[config.mk]
export PLATFORM = sky130hd
export DESIGN_NAME = stepper_sine_microstep_sequencer
export DESIGN_NICKNAME = d
export VERILOG_FILES = /design/src/rtl/ssms_pkg.sv /design/src/rtl/ssms_duty.sv /design/src/rtl/ssms_core.sv /design/src/rtl/stepper_sine_microstep_sequencer.sv
export SDC_FILE = /design/constraint.sdc
export NUM_CORES = 1
export LEC_CHECK = 0
export ABC_AREA = 0
export ABC_CLOCK_PERIOD_IN_PS = 15600
export BUFFER_PORTS_ARGS = -buffer_cell sky130_fd_sc_hd__buf_2
export CAP_MARGIN = 15
export CORE_ASPECT_RATIO = 0.7
export CORE_MARGIN = 3
export CORE_UTILIZATION = 64
export CTS_BUF_LIST = sky130_fd_sc_hd__clkbuf_4 sky130_fd_sc_hd__clkbuf_8
export CTS_CLUSTER_SIZE = 8
export DETAILED_ROUTE_END_ITERATION = 16
export GPL_TIMING_DRIVEN = 0
export PLACE_DENSITY = 0.95
export SLEW_MARGIN = 20
export SYNTH_ARGS = -nofsm -noshare
export SYNTH_HDL_FRONTEND = slang
export SYNTH_SLANG_ARGS = --single-unit
[constraint.sdc]
create_clock -name clk -period 15.6 [get_ports clk]
set_input_delay 0 -clock clk [delete_from_list [all_inputs] [get_ports clk]]
set_output_delay 0 -clock clk [all_outputs]
set_load 0.03 [all_outputs]
[src/rtl/ssms_pkg.sv]
// Shared types, constants and the sine table for the stepper microstep sequencer.
package ssms_pkg;

	// Microsteps per half phase ramp
	localparam int MICROSTEPS = 32;
	localparam int MS_W       = (MICROSTEPS > 2) ? $clog2(MICROSTEPS) : 1;

	// Field widths
	localparam int TICK_W  = 24;
	localparam int SCALE_W = 10;
	localparam int DUTY_W  = 16;
	localparam int COUNT_W = 32;
	localparam int PIN_W   = 4;
	localparam int CFG_IDX_W = 1;

	// Configuration register indexes
	localparam logic [CFG_IDX_W-1:0] CFG_MICROSTEP_TICKS = 1'd0;
	localparam logic [CFG_IDX_W-1:0] CFG_DUTY_SCALE      = 1'd1;

	// Register reset values
	localparam logic [TICK_W-1:0]  TICKS_RESET = 24'd1000;
	localparam logic [SCALE_W-1:0] SCALE_RESET = 10'd10;

	// Full-step coil patterns, bit3 A1, bit2 B1, bit1 A2, bit0 B2
	localparam logic [PIN_W-1:0] PAT_CW  [4] = '{4'hA, 4'h6, 4'h5, 4'h9};
	localparam logic [PIN_W-1:0] PAT_CCW [4] = '{4'hA, 4'h9, 4'h5, 4'h6};

	typedef logic [DUTY_W-1:0] rom_t [MICROSTEPS];

	typedef struct packed {
		logic run;
		logic direction;
		logic release_req;
		logic clear_count;
	} item_t;

	typedef struct packed {
		logic [PIN_W-1:0]   coil_pins;
		logic [DUTY_W-1:0]  duty_ch2;
		logic [DUTY_W-1:0]  duty_ch3;
		logic [COUNT_W-1:0] pulse_count;
		logic               last_of_cycle;
	} result_t;

	// Pick the coil pattern for a phase in the given direction
	function automatic logic [PIN_W-1:0] coil_pattern(input logic dir, input logic [1:0] phase);
		return dir ? PAT_CCW[phase] : PAT_CW[phase];
	endfunction

	// Build the Q8.8 percent sine table with a Q2.30 Taylor series, elaborated once
	function automatic rom_t build_sine_rom();
		rom_t                r;
		logic [63:0]         x;
		logic [63:0]         term;
		logic [63:0]         v;
		logic signed [63:0]  acc;
		for (int i = 0; i < MICROSTEPS; i++) begin
			x    = ((64'(i + 1) * 64'd157) << 30) / 64'(100 * MICROSTEPS);
			term = x;
			acc  = $signed(x);
			for (int k = 1; k <= 12; k++) begin
				term = (term * x) >> 30;
				term = (term * x) >> 30;
				term = term / 64'((2 * k) * (2 * k + 1));
				if ((k % 2) == 1)
					acc = acc - $signed(term);
				else
					acc = acc + $signed(term);
			end
			if (acc < 0)
				acc = '0;
			v    = ($unsigned(acc) * 64'd25600 + (64'd1 << 29)) >> 30;
			r[MS_W'(i)] = (v > 64'd65535) ? 16'hFFFF : v[15:0];
		end
		return r;
	endfunction

	localparam rom_t SINE_ROM = build_sine_rom();

endpackage

[src/rtl/ssms_duty.sv]
// Sine table lookup for the rising or falling ramp and compare value scaling.
module ssms_duty import ssms_pkg::*; (
	input  logic [MS_W-1:0]    idx,
	input  logic               falling,
	input  logic [SCALE_W-1:0] duty_scale,
	output logic [DUTY_W-1:0]  duty
);

	localparam logic [MS_W-1:0] IDX_LAST = MS_W'(MICROSTEPS - 1);
	localparam logic [MS_W-1:0] REV_BASE = MS_W'(MICROSTEPS - 2);

	logic [DUTY_W-1:0]         rom_val;
	logic [DUTY_W+SCALE_W-1:0] prod;
	logic [DUTY_W+SCALE_W-9:0] scaled;

	// Rising ramp reads forward, falling ramp reads backward and ends at zero
	always_comb begin
		if (!falling)
			rom_val = SINE_ROM[idx];
		else if (idx < IDX_LAST)
			rom_val = SINE_ROM[REV_BASE - idx];
		else
			rom_val = '0;
	end

	// Scale, drop the fraction and saturate
	assign prod   = (DUTY_W+SCALE_W)'(rom_val) * (DUTY_W+SCALE_W)'(duty_scale);
	assign scaled = prod[DUTY_W+SCALE_W-1:8];
	assign duty   = (|scaled[DUTY_W+SCALE_W-9:DUTY_W]) ? {DUTY_W{1'b1}} : scaled[DUTY_W-1:0];

endmodule

[src/rtl/ssms_core.sv]
// Sequencer state and the per-tick step logic that forms one result.
module ssms_core import ssms_pkg::*; (
	input  logic               clk,
	input  logic               arst_n,
	input  logic               adv,
	input  item_t              item,
	input  logic [TICK_W-1:0]  microstep_ticks,
	input  logic [SCALE_W-1:0] duty_scale,
	output logic               emit,
	output result_t            result
);

	localparam logic [MS_W-1:0] IDX_LAST = MS_W'(MICROSTEPS - 1);

	logic               busy_q, n_busy;
	logic               dir_q, n_dir;
	logic [1:0]         phase_q, n_phase;
	logic               half_q, n_half;
	logic [MS_W-1:0]    idx_q, n_idx;
	logic [TICK_W-1:0]  tick_q, n_tick;
	logic [DUTY_W-1:0]  cmp2_q, n_cmp2;
	logic [DUTY_W-1:0]  cmp3_q, n_cmp3;
	logic [PIN_W-1:0]   pins_q, n_pins;
	logic [COUNT_W-1:0] total_q, n_total;

	logic [TICK_W-1:0]  period;
	logic [TICK_W-1:0]  tick_inc;
	logic [COUNT_W-1:0] total_base;
	logic [DUTY_W-1:0]  duty;

	assign period   = (microstep_ticks == '0) ? TICK_W'(1) : microstep_ticks;
	assign tick_inc = tick_q + TICK_W'(1);

	ssms_duty u_duty (
		.idx        (n_idx),
		.falling    (n_half),
		.duty_scale (duty_scale),
		.duty       (duty)
	);

	// Work out the next state and whether a microstep begins on this tick
	always_comb begin
		n_busy     = busy_q;
		n_dir      = dir_q;
		n_phase    = phase_q;
		n_half     = half_q;
		n_idx      = idx_q;
		n_tick     = tick_q;
		n_cmp2     = cmp2_q;
		n_cmp3     = cmp3_q;
		n_pins     = pins_q;
		total_base = item.clear_count ? '0 : total_q;
		n_total    = total_base;
		emit       = 1'b0;

		if (!busy_q) begin
			if (item.run) begin
				n_busy  = 1'b1;
				n_dir   = item.direction;
				n_phase = 2'd0;
				n_half  = 1'b0;
				n_idx   = '0;
				n_pins  = coil_pattern(item.direction, 2'd0);
				emit    = 1'b1;
			end else if (item.release_req) begin
				n_pins = '0;
			end
		end else if (tick_inc < period) begin
			n_tick = tick_inc;
		end else begin
			emit = 1'b1;
			if (idx_q == IDX_LAST) begin
				n_idx = '0;
				if (!half_q) begin
					n_half = 1'b1;
				end else begin
					n_half = 1'b0;
					if (phase_q == 2'd3) begin
						n_phase = 2'd0;
						n_busy  = 1'b0;
						n_tick  = '0;
						emit    = 1'b0;
					end else begin
						n_phase = phase_q + 2'd1;
						n_pins  = coil_pattern(dir_q, phase_q + 2'd1);
					end
				end
			end else begin
				n_idx = idx_q + MS_W'(1);
			end
		end

		// Load the channel that moves in this half phase
		if (emit) begin
			n_tick  = '0;
			n_total = total_base + COUNT_W'(1);
			if ((n_phase[0] == 1'b0) == (n_half == 1'b0))
				n_cmp3 = duty;
			else
				n_cmp2 = duty;
		end
	end

	assign result.coil_pins     = n_pins;
	assign result.duty_ch2      = n_cmp2;
	assign result.duty_ch3      = n_cmp3;
	assign result.pulse_count   = n_total;
	assign result.last_of_cycle = (n_phase == 2'd3) && n_half && (n_idx == IDX_LAST);

	// Commit the state for each processed tick
	always_ff @(posedge clk or negedge arst_n) begin
		if (!arst_n) begin
			busy_q  <= 1'b0;
			dir_q   <= 1'b0;
			phase_q <= 2'd0;
			half_q  <= 1'b0;
			idx_q   <= '0;
			tick_q  <= '0;
			cmp2_q  <= '0;
			cmp3_q  <= '0;
			pins_q  <= '0;
			total_q <= '0;
		end else if (adv) begin
			busy_q  <= n_busy;
			dir_q   <= n_dir;
			phase_q <= n_phase;
			half_q  <= n_half;
			idx_q   <= n_idx;
			tick_q  <= n_tick;
			cmp2_q  <= n_cmp2;
			cmp3_q  <= n_cmp3;
			pins_q  <= n_pins;
			total_q <= n_total;
		end
	end

endmodule

[src/rtl/stepper_sine_microstep_sequencer.sv]
// Top level of the two-phase stepper sequencer with sine microstepping.
//
// Each transfer on the input channel (in_valid high, in_stall low) is one timer
// tick carrying run, direction, release_req and clear_count. A tick that begins
// a microstep produces one transfer on the output channel with the coil pins,
// both channel compare values, the running pulse count and the end-of-cycle
// flag; all other ticks produce nothing.
// Ticks pass through an input register and then the step logic into the output
// register; out_valid rises when a result that begins a microstep is loaded there.
// One tick is taken every cycle while the output side is not stalled.
// When out_valid is high and out_stall is high, the output register holds and
// the input register holds too if it is full; in_stall rises only while both are full.
// Configuration uses cfg_valid/cfg_ready with cfg_index and cfg_data; index 0
// is the ticks per microstep, index 1 the duty scale; cfg_ready is always high.
// Write registers only while no tick is in flight.
// Reset (arst_n low) empties both registers, stops any cycle, zeroes the pins,
// compare values and pulse count, and restores the register defaults.
module stepper_sine_microstep_sequencer import ssms_pkg::*; (
	input  logic                 clk,
	input  logic                 arst_n,
	input  logic                 in_valid,
	output logic                 in_stall,
	input  logic                 run,
	input  logic                 direction,
	input  logic                 release_req,
	input  logic                 clear_count,
	output logic                 out_valid,
	input  logic                 out_stall,
	output logic [PIN_W-1:0]     coil_pins,
	output logic [DUTY_W-1:0]    duty_ch2,
	output logic [DUTY_W-1:0]    duty_ch3,
	output logic [COUNT_W-1:0]   pulse_count,
	output logic                 last_of_cycle,
	input  logic                 cfg_valid,
	output logic                 cfg_ready,
	input  logic [CFG_IDX_W-1:0] cfg_index,
	input  logic [TICK_W-1:0]    cfg_data
);

	logic               valid_s1;
	item_t              item_s1;
	logic               adv;
	logic               emit;
	result_t            result;
	logic               out_valid_q;
	result_t            out_q;
	logic [TICK_W-1:0]  microstep_ticks_q;
	logic [SCALE_W-1:0] duty_scale_q;

	// Pipeline moves whenever the output register is free or being taken
	assign adv       = !(out_valid_q && out_stall);
	assign in_stall  = valid_s1 && !adv;
	assign cfg_ready = 1'b1;

	// Configuration registers
	always_ff @(posedge clk or negedge arst_n) begin
		if (!arst_n) begin
			microstep_ticks_q <= TICKS_RESET;
			duty_scale_q      <= SCALE_RESET;
		end else if (cfg_valid) begin
			case (cfg_index)
				CFG_MICROSTEP_TICKS: microstep_ticks_q <= cfg_data;
				CFG_DUTY_SCALE:      duty_scale_q      <= cfg_data[SCALE_W-1:0];
				default: ;
			endcase
		end
	end

	// Input register
	always_ff @(posedge clk or negedge arst_n) begin
		if (!arst_n) begin
			valid_s1 <= 1'b0;
		end else if (!in_stall) begin
			valid_s1 <= in_valid;
		end
	end

	always_ff @(posedge clk) begin
		if (in_valid && !in_stall) begin
			item_s1 <= '{run: run, direction: direction, release_req: release_req,
				clear_count: clear_count};
		end
	end

	ssms_core u_core (
		.clk             (clk),
		.arst_n          (arst_n),
		.adv             (valid_s1 && adv),
		.item            (item_s1),
		.microstep_ticks (microstep_ticks_q),
		.duty_scale      (duty_scale_q),
		.emit            (emit),
		.result          (result)
	);

	// Output register
	always_ff @(posedge clk or negedge arst_n) begin
		if (!arst_n) begin
			out_valid_q <= 1'b0;
		end else if (adv) begin
			out_valid_q <= valid_s1 && emit;
		end
	end

	always_ff @(posedge clk) begin
		if (adv && valid_s1 && emit) begin
			out_q <= result;
		end
	end

	assign out_valid     = out_valid_q;
	assign coil_pins     = out_q.coil_pins;
	assign duty_ch2      = out_q.duty_ch2;
	assign duty_ch3      = out_q.duty_ch3;
	assign pulse_count   = out_q.pulse_count;
	assign last_of_cycle = out_q.last_of_cycle;

endmodule

# Word level (Yosys, flattened, before mapping)

Memory sizes are Yosys's and may differ from the RTL's.
Cells that the tools add are included.

Register bits: 211
Latch bits: 0
Bits in writable memories: 0
ROM bits: 1024
Bits of input ports: 34
Output and inout bits: 72
Memories: 2

Memories:

| memory          | words | bits a word | rd ports | clocked after memory_dff | wr ports | line            | text |
|---|---|---|---|---|---|---|---|
| (no name shown) | 32    | 16          | 1        | 0                        | 0        | ssms_duty.sv:21 | `rom_val = SINE_ROM[REV_BASE - idx];` |
| (no name shown) | 32    | 16          | 1        | 0                        | 0        | ssms_duty.sv:19 | `rom_val = SINE_ROM[idx];` |

$add $sub $neg: 5
Multipliers: 1
Div/mod/pow operators: 0
Magnitude comparators: 5
Equality and inequality tests: 5
Shift-type cells: 0
Muxes and demuxes: 57
Bitwise logic cells: 7
Reduce and logical (&&, ||, !) cells: 20

Operators by type and width:

| kind                    | number |
|---|---|
| $mux W16                | 11 |
| $mux W24                | 7 |
| $mux W32                | 2 |
| $mux W4                 | 12 |
| $add A32 B1 Y32 const B | 1 |
| $mul A16 B10 Y26        | 1 |
| $add A24 B1 Y24 const B | 1 |
| $logic_not A24 Y1       | 1 |
| $lt A24 B24 Y1          | 1 |
| $mux W5                 | 4 |
| $bmux W4 S2             | 2 |
| $mux W1                 | 13 |
| $ge A6 B6 Y1 const B    | 2 |
| $mux W2                 | 6 |
| $not A5 Y6              | 2 |
| $eq A5 B5 Y1 const B    | 2 |
| $reduce_bool A3 Y1      | 3 |
| $logic_and A1 B1 Y1     | 8 |
| $add A5 B1 Y5 const B   | 1 |
| $lt A5 B5 Y1 const B    | 1 |
| $reduce_and A5 Y1       | 1 |
| $sub A5 B5 Y5 const A   | 1 |
| $eq A2 B2 Y1 const B    | 2 |
| $not A1 Y1              | 4 |
| 9 further kinds         | 11 |

# Depth between registers and ports, before layout

Gate-level depths: netlist of run 1.

Word-level depth: 17
Mapped depth: 57

# Cells and area by module

A second synthesis of run 1 with hierarchy kept.

Cell total of the unflattened synthesis: 1645
Area total of the unflattened synthesis: 16563.4 µm²

By module, submodules not included:

| module                           | times used | cells an instance | area an instance (µm²) | sequential area each (µm²) |
|---|---|---|---|---|
| ssms_core                        | 1          | 774               | 7109.3                 | 2552.4 |
| ssms_duty                        | 1          | 712               | 5766.8                 | 0.0 |
| stepper_sine_microstep_sequencer | 1          | 159               | 3687.3                 | 3103.0 |

# Least setup slack after synthesis of run 1

OpenSTA, ideal clock, no wires.

Path type: reg-to-reg
From: register u_core.tick_q[0]
To: register out_q, in the netlist duty_ch3[13] (data pin)
Arrival time: 11.818 ns
Required time: 15.448 ns
Setup slack: 3.630 ns
Cell stages (with the launch flop): 57
Path buffers: 5
Cell sequence: dfrtp_1 > and3_1 > nand3_1 > nor3_1 > and2_1 > clkbuf_1 > nand2_1 > nor3_1 > and3_1 > xor2_1 > ha_1 > nand4_2 > nor4_4 > o211ai_2 > or2_1 > buf_6 > a211oi_4 > nor2_1 > [21 not listed] > ha_1 > a21o_1 > a21o_1 > a21o_1 > a21oi_1 > o21bai_1 > a21o_1 > a21o_1 > a21oi_1 > inv_1 > a21oi_1 > o21ai_0 > a221o_1 > o211a_1 > or3_1 > buf_6 > buf_6 > a31oi_1

RTL lines:

| what                     | line                                    | text |
|---|---|---|
| start: declaration       | ssms_core.sv:20                         | `logic [TICK_W-1:0] tick_q, n_tick;` |
| start signal: assignment | ssms_core.sv:129                        | `tick_q <= n_tick;` |
| end signal: assignment   | stepper_sine_microstep_sequencer.sv:107 | `out_q <= result;` |
| end: declaration         | stepper_sine_microstep_sequencer.sv:46  | `result_t out_q;` |

==> summary.md, run 1 <==
| Metric | Value |
|---|---|
| Post-route setup TNS | 0 ps |
| Overall die width | 195 µm |
| Total GRT Usage | 32.1% |
| Final Instance Area | 18,100 µm² |
| Die Area | 27,000 µm² |
| Cts bufs inserted | 34 |
| Fraction of layout cells with a size suffix above 1 | 12.9% |
| Cell Pwr Density | 170 nW/µm² |
| Hold WS | 7.58 ps |
| Final setup vio count | 0 |
| N_diodes | 0 |
| Syn Area/Cell | 9.49 µm² |
| EDFF count, synth | 73 |
| Arr. time, crit path | 14,970 ps |
| Initial antenna violation count | 1 |
| Syn. warnings | 0 |
| Die height | 138 µm |
| Initial core utilization | 66.5% |
| Crit-path most repeated cell | inv_1 |
| Crit-path max cell delay | 800 ps |
| Mapped cell area | 16,000 µm² |
| # clock sinks | 211 |
| Setup WS post-layout | 955 ps |
| Max-slew headroom | 26.1% |
| CP max stage cell | o21ai_1 |
| Part of the cycle the worst path needs | 93.9% |
| Core outline area | 24,100 µm² |
| Most frequent cells in the layout | nand2_1 (242), inv_1 (148), dfrtp_1 (130) |
| Library cells used by synthesis | 82 |
| CP Launch Type | flop |
| Ys flop type | dfrtp_1 |
| Fin crit period | 14,640 ps |
| Yosys top cell by area | dfrtp_1 |
| Placement Setup Slack | 1320 ps |
| Gr ovfl total | 0 |
| Maximum VDD drop | 0.000277 V |
| Via-per-instance ratio | 6.28 |
| DR WL/cell | 19.9 µm |
| Hold Fails Final Rpt | 0 |
| Root Driver | clkbuf_8 |
| Final WL | 43.9 mm |
| Setup crit end kind | flop |
| CTS tree | done |
| CTS max path bufs | 3 |
| Final ANT Viol Nets | 0 |
| Via Count | 13,900 |
| Worst-Skew Late Latency | 550 ps |
| Crit Path Class | flop to flop |
| Hpwl dp | 31.4 mm |
| Detailed Routing Iterations Pass 1 | 6 |
| DR iter-0 viols | 1,821 |
| Worst min path class | primary input to async pin |
| DRC Markers | 0 |
| Main area contributors after synthesis | dfrtp_1 (20%), edfxtp_1 (14%), fa_1 (13%) |
| Seq/Total Area, Yosys | 35.3% |
| Outcome | finished, final reports clean |
| Top cell type's share of synthesized area | 20.3% |
| Measured slew at the worst slew-check pin | 1110 ps |
| DP Area | 17,100 µm² |
| First-pass GRT wire length | 71.0 mm |
| Ys async rst share | 65.4% |
| Most common cell after layout, fill and taps aside | nand2_1 |
| Syn Inst Count | 1,688 |
| Mapped Nets | 1,930 |
| Pwr Total | 3.07 mW |
| Unrepaired setup endpoints after global routing | no |
| Nets@finish | 2,109 |
| CP max FO | 12 |
| CTS H-tree depth | 2 |
| Worst endpoint required time | 15,920 ps |
| # rows | 47 |
| Final slew viol count | 0 |
| Routability-driven placement congestion ratio | 0.978 |
| Area Growth Syn to Fin | 13.1% |
| Number of synthesized register bits | 211 |
| Number of global-route vias before repair | 14,000 |
| Max-Cap Viols | 0 |
| # IOs | 106 |
| Achievable clock frequency | 0.0683 GHz |
| Pin count of the biggest net entering global routing | 94 |
| Port Buffers | 104 |
| Final Skew | 30.6 ps |
| LEAKAGE | 8.46 nW |
| Worst-path clk slew | 70 ps |
-- critical path, delay by kind of cell, from the launching register on --
family          cells  cell delay, ps
xor+xnor            2             500
compound gates     18            4620
buf+inv            12            1700
flops               1             490
simple gates       16            3550
fa+ha+maj           8            3550
-- cell families (layout without fill, tap and decap cells) --
logic type	count (synthesis)	after routing	share of synthesized area, %
XOR/XNOR	71	71	3.97
multiplexers	31	31	2.14
flip-flops	211	211	35.3
AO/OA/AOI/OAI	313	313	13.1
other	1	1	0.0234
AND/OR/NAND/NOR	622	622	18.6
adder cells (fa/ha/maj)	208	208	21.0
buffers and inverters	231	435	5.86
-- path summary, 6_finish.rpt --
| check | from | endpoint | cells past startpoint | slack (ps) |
|---|---|---|---|---|
| worst max register to register | u_core.tick_q[0] | duty_ch3[2] | 56 | 960 |
| max in group asynchronous | arst_n | duty_scale_q[3] | 3 | 15090 |
| min in group clk | cfg_index | microstep_ticks_q[10] | 4 | 40 |
| worst max-delay path | u_core.tick_q[0] | duty_ch3[2] | 56 | 960 |
| worst min register to register | item_s1[2] | u_core.dir_q | 1 | 500 |
| worst min-delay path | arst_n | u_core.total_q[9] | 3 | 8 |
-- timing repair --
item / 4_1_cts / 5_1_grt
setup endpoints to repair: 0 / 1
resized for setup: 0 / 1
hold buffers: 35 / 0
hold endpoints to repair: 170 / 0
setup buffers: 0 / 0
-- cell type report --
type / count / area, µm²
Fill cell: 1516 / 5990
Tap cell: 318 / 398
Buffer: 81 / 377
Clock inverter: 4 / 26.3
Inverter: 150 / 563
Multi-Input combinational cell: 1246 / 9450
Timing Repair Buffer: 143 / 981
Sequential cell: 211 / 5660
Clock buffer: 57 / 666
-- synthesized netlist by cell type (all sizes together) (3+ instances only) --
cell type,number
a211o,5
a211oi,7
a21o,18
a21oi,49
a22o,24
a31oi,61
a32o,6
and2,59
and3,21
and4,3
buf,16
clkbuf,65
dfrtp,130
dfstp,8
edfxtp,73
fa,102
ha,106
inv,150
mux2,26
mux2i,5
nand2,243
nand2b,25
nand3,41
nand4,13
nor2,122
nor2b,38
nor3,30
nor4,7
nor4b,3
o2111ai,3
o211ai,15
o21a,4
o21ai,75
o21bai,3
o22ai,6
o31ai,17
o32ai,4
or2,3
or3,7
xnor2,41
xor2,30
-- stage by stage --
stage	util (%)	cells
5_1_grt	75.1	2210
6_report	75.1	2210
2_1_floorplan	-	1688
3_3_place_gp	70.3	2110
3_5_place_dp	70.7	2114
4_1_cts	75.1	2210
-- metal layers --
metal	up-vias	wire [µm]	GRT usage, %
met5	-	13	0
met4	2	971	7.09
met3	124	5300	8.75
met2	931	20000	51.3
met1	6677	17700	44.5
li1	6136	-	-
-- where the power goes --
part	switching [mW]	total (mW)	internal, mW
Clock	0.222	0.492	0.270
Combinational	1.22	1.88	0.653
Sequential	0.0502	0.707	0.657
-- state kept, by name, summed over array words and instances, names as in the netlist, 2 cells and up --
signal and flops:
pulse_count 32, u_core.total_q 32, microstep_ticks_q 24, u_core.tick_q 24
duty_ch2 16, duty_ch3 16, u_core.cmp2_q 16, u_core.cmp3_q 16
duty_scale_q 10, u_core.idx_q 5, coil_pins 4, item_s1 4
u_core.pins_q 4, u_core.phase_q 2
Power figures use the tool's default switching activity.
==> run 2: changes to the inputs <==
--- a/config.mk
+++ b/config.mk
@@ -16,8 +16,9 @@
 export CTS_CLUSTER_SIZE = 8
 export DETAILED_ROUTE_END_ITERATION = 16
 export GPL_TIMING_DRIVEN = 0
-export PLACE_DENSITY = 0.95
+export PLACE_DENSITY = 0.94
 export SLEW_MARGIN = 20
 export SYNTH_ARGS = -nofsm -noshare
 export SYNTH_HDL_FRONTEND = slang
+export SYNTH_HIERARCHICAL = 1
 export SYNTH_SLANG_ARGS = --single-unit
==> run 2 against run 1 <==
  * Maximum frequency is 6.0% higher
  * First-iteration DRC count is 5.4% lower
  * Register-to-register slack better by 830 ps
  * Total power is 37% lower
  * Via count is 2.6% lower
  * Count of clock-buffer cells in the layout is 3 lower
  * Synthesized cell count is 2.5% lower
  * Final area is 3.1% higher
  * Wire length is 2.3% lower
  * Non-clock buffer count is 21 lower
  * Utilization is 0.59 points lower
  * Setup slack better by 830 ps
==> summary.md, run 2 <==
| Metric | Value |
|---|---|
| Worst min path class | primary input to async pin (unchanged) |
| Hpwl dp | 30.3 mm (was 31.4 mm) |
| DP Area | 17,600 µm² (was 17,100 µm²) |
| # clock sinks | 211 (unchanged) |
| Worst-Skew Late Latency | 540 ps (was 550 ps) |
| Initial antenna violation count | 1 (unchanged) |
| Placed insts | 2,078 (was 2,114) |
| Unrepaired setup endpoints after global routing | no (unchanged) |
| Yosys top cell by area | dfrtp_1 (unchanged) |
| Core outline area | 25,000 µm² (was 24,100 µm²) |
| Most frequent cells in the layout | nand2_1 (193), inv_1 (152), dfrtp_1 (130) (was nand2_1 (242), inv_1 (148), dfrtp_1 (130)) |
| Register area | 5660 µm² (unchanged) |
| Post-route setup TNS | 0 ps (unchanged) |
| Crit path buffers/inverters | 4 (was 12) |
| Port Buffers | 104 (unchanged) |
| Pwr Total | 1.93 mW (was 3.07 mW) |
| Fin crit period | 13,820 ps (was 14,640 ps) |
| CTS H-tree depth | 2 (unchanged) |
| Die height | 141 µm (was 138 µm) |
| Arr. time, crit path | 14,090 ps (was 14,970 ps) |
| CP max FO | 10 (was 12) |
| Max-Cap Viols | 0 (unchanged) |
| Nets@finish | 2,066 (was 2,109) |
| DRC Markers | 0 (unchanged) |
| N_diodes | 0 (unchanged) |
| Cts bufs inserted | 34 (unchanged) |
| Outcome | finished, final reports clean (unchanged) |
| Crit Path Class | flop to flop (unchanged) |
| Commonest cells in the netlist | nand2_1 (193), inv_1 (152), dfrtp_1 (130) (was nand2_1 (242), inv_1 (148), dfrtp_1 (130)) |
| Pin count of the biggest net entering global routing | 93 (was 94) |
| CP Launch Type | flop (unchanged) |
| Multi-input gate area | 10,000 µm² (was 9450 µm²) |
| Crit path max-delay family | compound AO/OA/AOI/OAI gates (unchanged) |
| Main area contributors after synthesis | dfrtp_1 (20%), edfxtp_1 (13%), fa_1 (12%) (was dfrtp_1 (20%), edfxtp_1 (14%), fa_1 (13%)) |
| EDFF count, synth | 73 (unchanged) |
| Ys async rst share | 65.4% (unchanged) |
| Syn Area/Cell | 10.1 µm² (was 9.49 µm²) |
| First-pass GRT wire length | 69.1 mm (was 71.0 mm) |
| Flop-to-flop setup slack | 1780 ps (was 960 ps) |
| Mapped Nets | 1,884 (was 1,930) |
| # rows | 48 (was 47) |
| Final Instance Area | 18,700 µm² (was 18,100 µm²) |
| # IOs | 106 (unchanged) |
| CTS tree | done (unchanged) |
| Fraction of layout cells with a size suffix above 1 | 17.1% (was 12.9%) |
| Die Area | 27,900 µm² (was 27,000 µm²) |
| # Post-CTS Setup Buffers | 0 (unchanged) |
| Most common cell in the synthesized netlist | nand2_1 (unchanged) |
| Measured slew at the worst slew-check pin | 1080 ps (was 1110 ps) |
| Hold WS | 44.4 ps (was 7.58 ps) |
| DR iter-0 viols | 1,722 (was 1,821) |
| Overall die width | 198 µm (was 195 µm) |
| Post-CTS Resized | 0 (unchanged) |
| Crit-path max cell delay | 800 ps (about the same) |
| Number of synthesized register bits | 211 (unchanged) |
| Cell Pwr Density | 103 nW/µm² (was 170 nW/µm²) |
| Worst endpoint required time | 15,870 ps (was 15,920 ps) |
| Syn. warnings | 6 (was 0) |
| Final slew viol count | 0 (unchanged) |
| Number of global-route vias before repair | 13,300 (was 14,000) |
| Routability-driven placement congestion ratio | 0.957 (was 0.978) |
| Initial core utilization | 66.1% (was 66.5%) |
| Achievable clock frequency | 0.0724 GHz (was 0.0683 GHz) |
| Worst-path clk slew | 70 ps (about the same) |
| Top cell type's share of synthesized area | 19.6% (was 20.3%) |
| Final setup vio count | 0 (unchanged) |
| Most common cell after layout, fill and taps aside | nand2_1 (unchanged) |
| Hold Fails Final Rpt | 0 (unchanged) |
| CTS max path bufs | 3 (unchanged) |
| Setup crit end kind | flop (unchanged) |
| LEAKAGE | 8.94 nW (was 8.46 nW) |
| Area Growth Syn to Fin | 12.7% (was 13.1%) |
| Post-route insts no fill | 2,175 (was 2,210) |
| Mapped cell area | 16,600 µm² (was 16,000 µm²) |
| Quantity of hold-fixing buffers added after cts | 38 (was 35) |
| CP max stage cell | a22oi_1 (was o21ai_1) |
| FILL cells | 1,622 (was 1,516) |
| Final WL | 42.9 mm (was 43.9 mm) |
| Library cells used by synthesis | 90 (was 82) |
| Ys flop type | dfrtp_1 (unchanged) |
| Via-per-instance ratio | 6.21 (was 6.28) |
| Part of the cycle the worst path needs | 88.6% (was 93.9%) |
| Final ANT Viol Nets | 0 (unchanged) |
| DR WL/cell | 19.7 µm (was 19.9 µm) |
| Final Skew | 38.6 ps (was 30.6 ps) |
| Max-slew headroom | 27.0% (was 26.1%) |
| Gr ovfl total | 0 (unchanged) |
| Maximum VDD drop | 0.0000998 V (was 0.000277 V) |
| Seq/Total Area, Yosys | 34.1% (was 35.3%) |
| Total GRT Usage | 30.7% (was 32.1%) |
| Detailed Routing Iterations Pass 1 | 6 (unchanged) |
| Syn Inst Count | 1,645 (was 1,688) |
| Via Count | 13,500 (was 13,900) |
| Root Driver | clkbuf_8 (unchanged) |
## run 2: cell count changes after synthesis, sizes merged, moves of 12 or more
cell     before  now
a31oi        61    7
mux2i         5   20
o2bb2ai       0   15
a21oi        49   61
mux2         26  100
clkbuf       65   40
nand2       243  194
## run 2: per-layer routing
metal  global-route usage [%]  wire, µm
met1                     42.8     17800
met2                     48.9     20000
met3                     7.29      4200
met4                     8.00       935
met5                        0        12
## run 2: worst paths after layout
path                                  start              endpoint  cells after the start
min                                  arst_n      u_core/cmp3_q[1]                      3
max                        u_core/tick_q[2]          duty_ch3[12]                     43
max in group asynchronous            arst_n  microstep_ticks_q[9]                      3
max reg2reg                u_core/tick_q[2]          duty_ch3[12]                     43
min in group clk                release_req            item_s1[1]                      2
min reg2reg                u_core/pins_q[0]      u_core/pins_q[0]                      2
## run 2: through the flow
stage / setup slack (ps) / util (%)
CTS: 2230 / 74.5
finish: 1780 / 74.5
global route: 1140 / 74.5
detailed placement: 2340 / 70.3
floorplan: 4530 / -
global placement: 2140 / 69.8
## run 2: logic make-up (layout without fill, tap and decap cells)
family	after synthesis	in the layout	share of synthesized area [%]
simple gates	559	559	16.8
xor+xnor	65	65	3.71
other cells	1	1	0.0226
compound gates	271	271	11.1
fa+ha+maj	205	205	20.1
buf+inv	212	417	5.40
mux	121	121	8.76
flops	211	211	34.1
## run 2: area by class of cell
type                            count  area share [%]
Clock inverter                      5           0.147
Multi-Input combinational cell   1222            53.8
Clock buffer                       54            3.38
Timing Repair Buffer              146            5.46
Tap cell                          325            2.18
Inverter                          155            3.13
Buffer                             57            1.66
Sequential cell                   211            30.3
## run 2: worst min-delay path: stages
cell           delay (ps)
dlygate4sd3_1         560
buf_8                 140
buf_16                240
## run 2: where the power goes
| part | leakage (nW) | switching (mW) | internal [mW] |
|---|---|---|---|
| combinational | 6.00 | 0.506 | 0.311 |
| sequential | 2.58 | 0.0344 | 0.600 |
| clock | 0.359 | 0.220 | 0.257 |
| total | 8.94 | 0.761 | 1.17 |
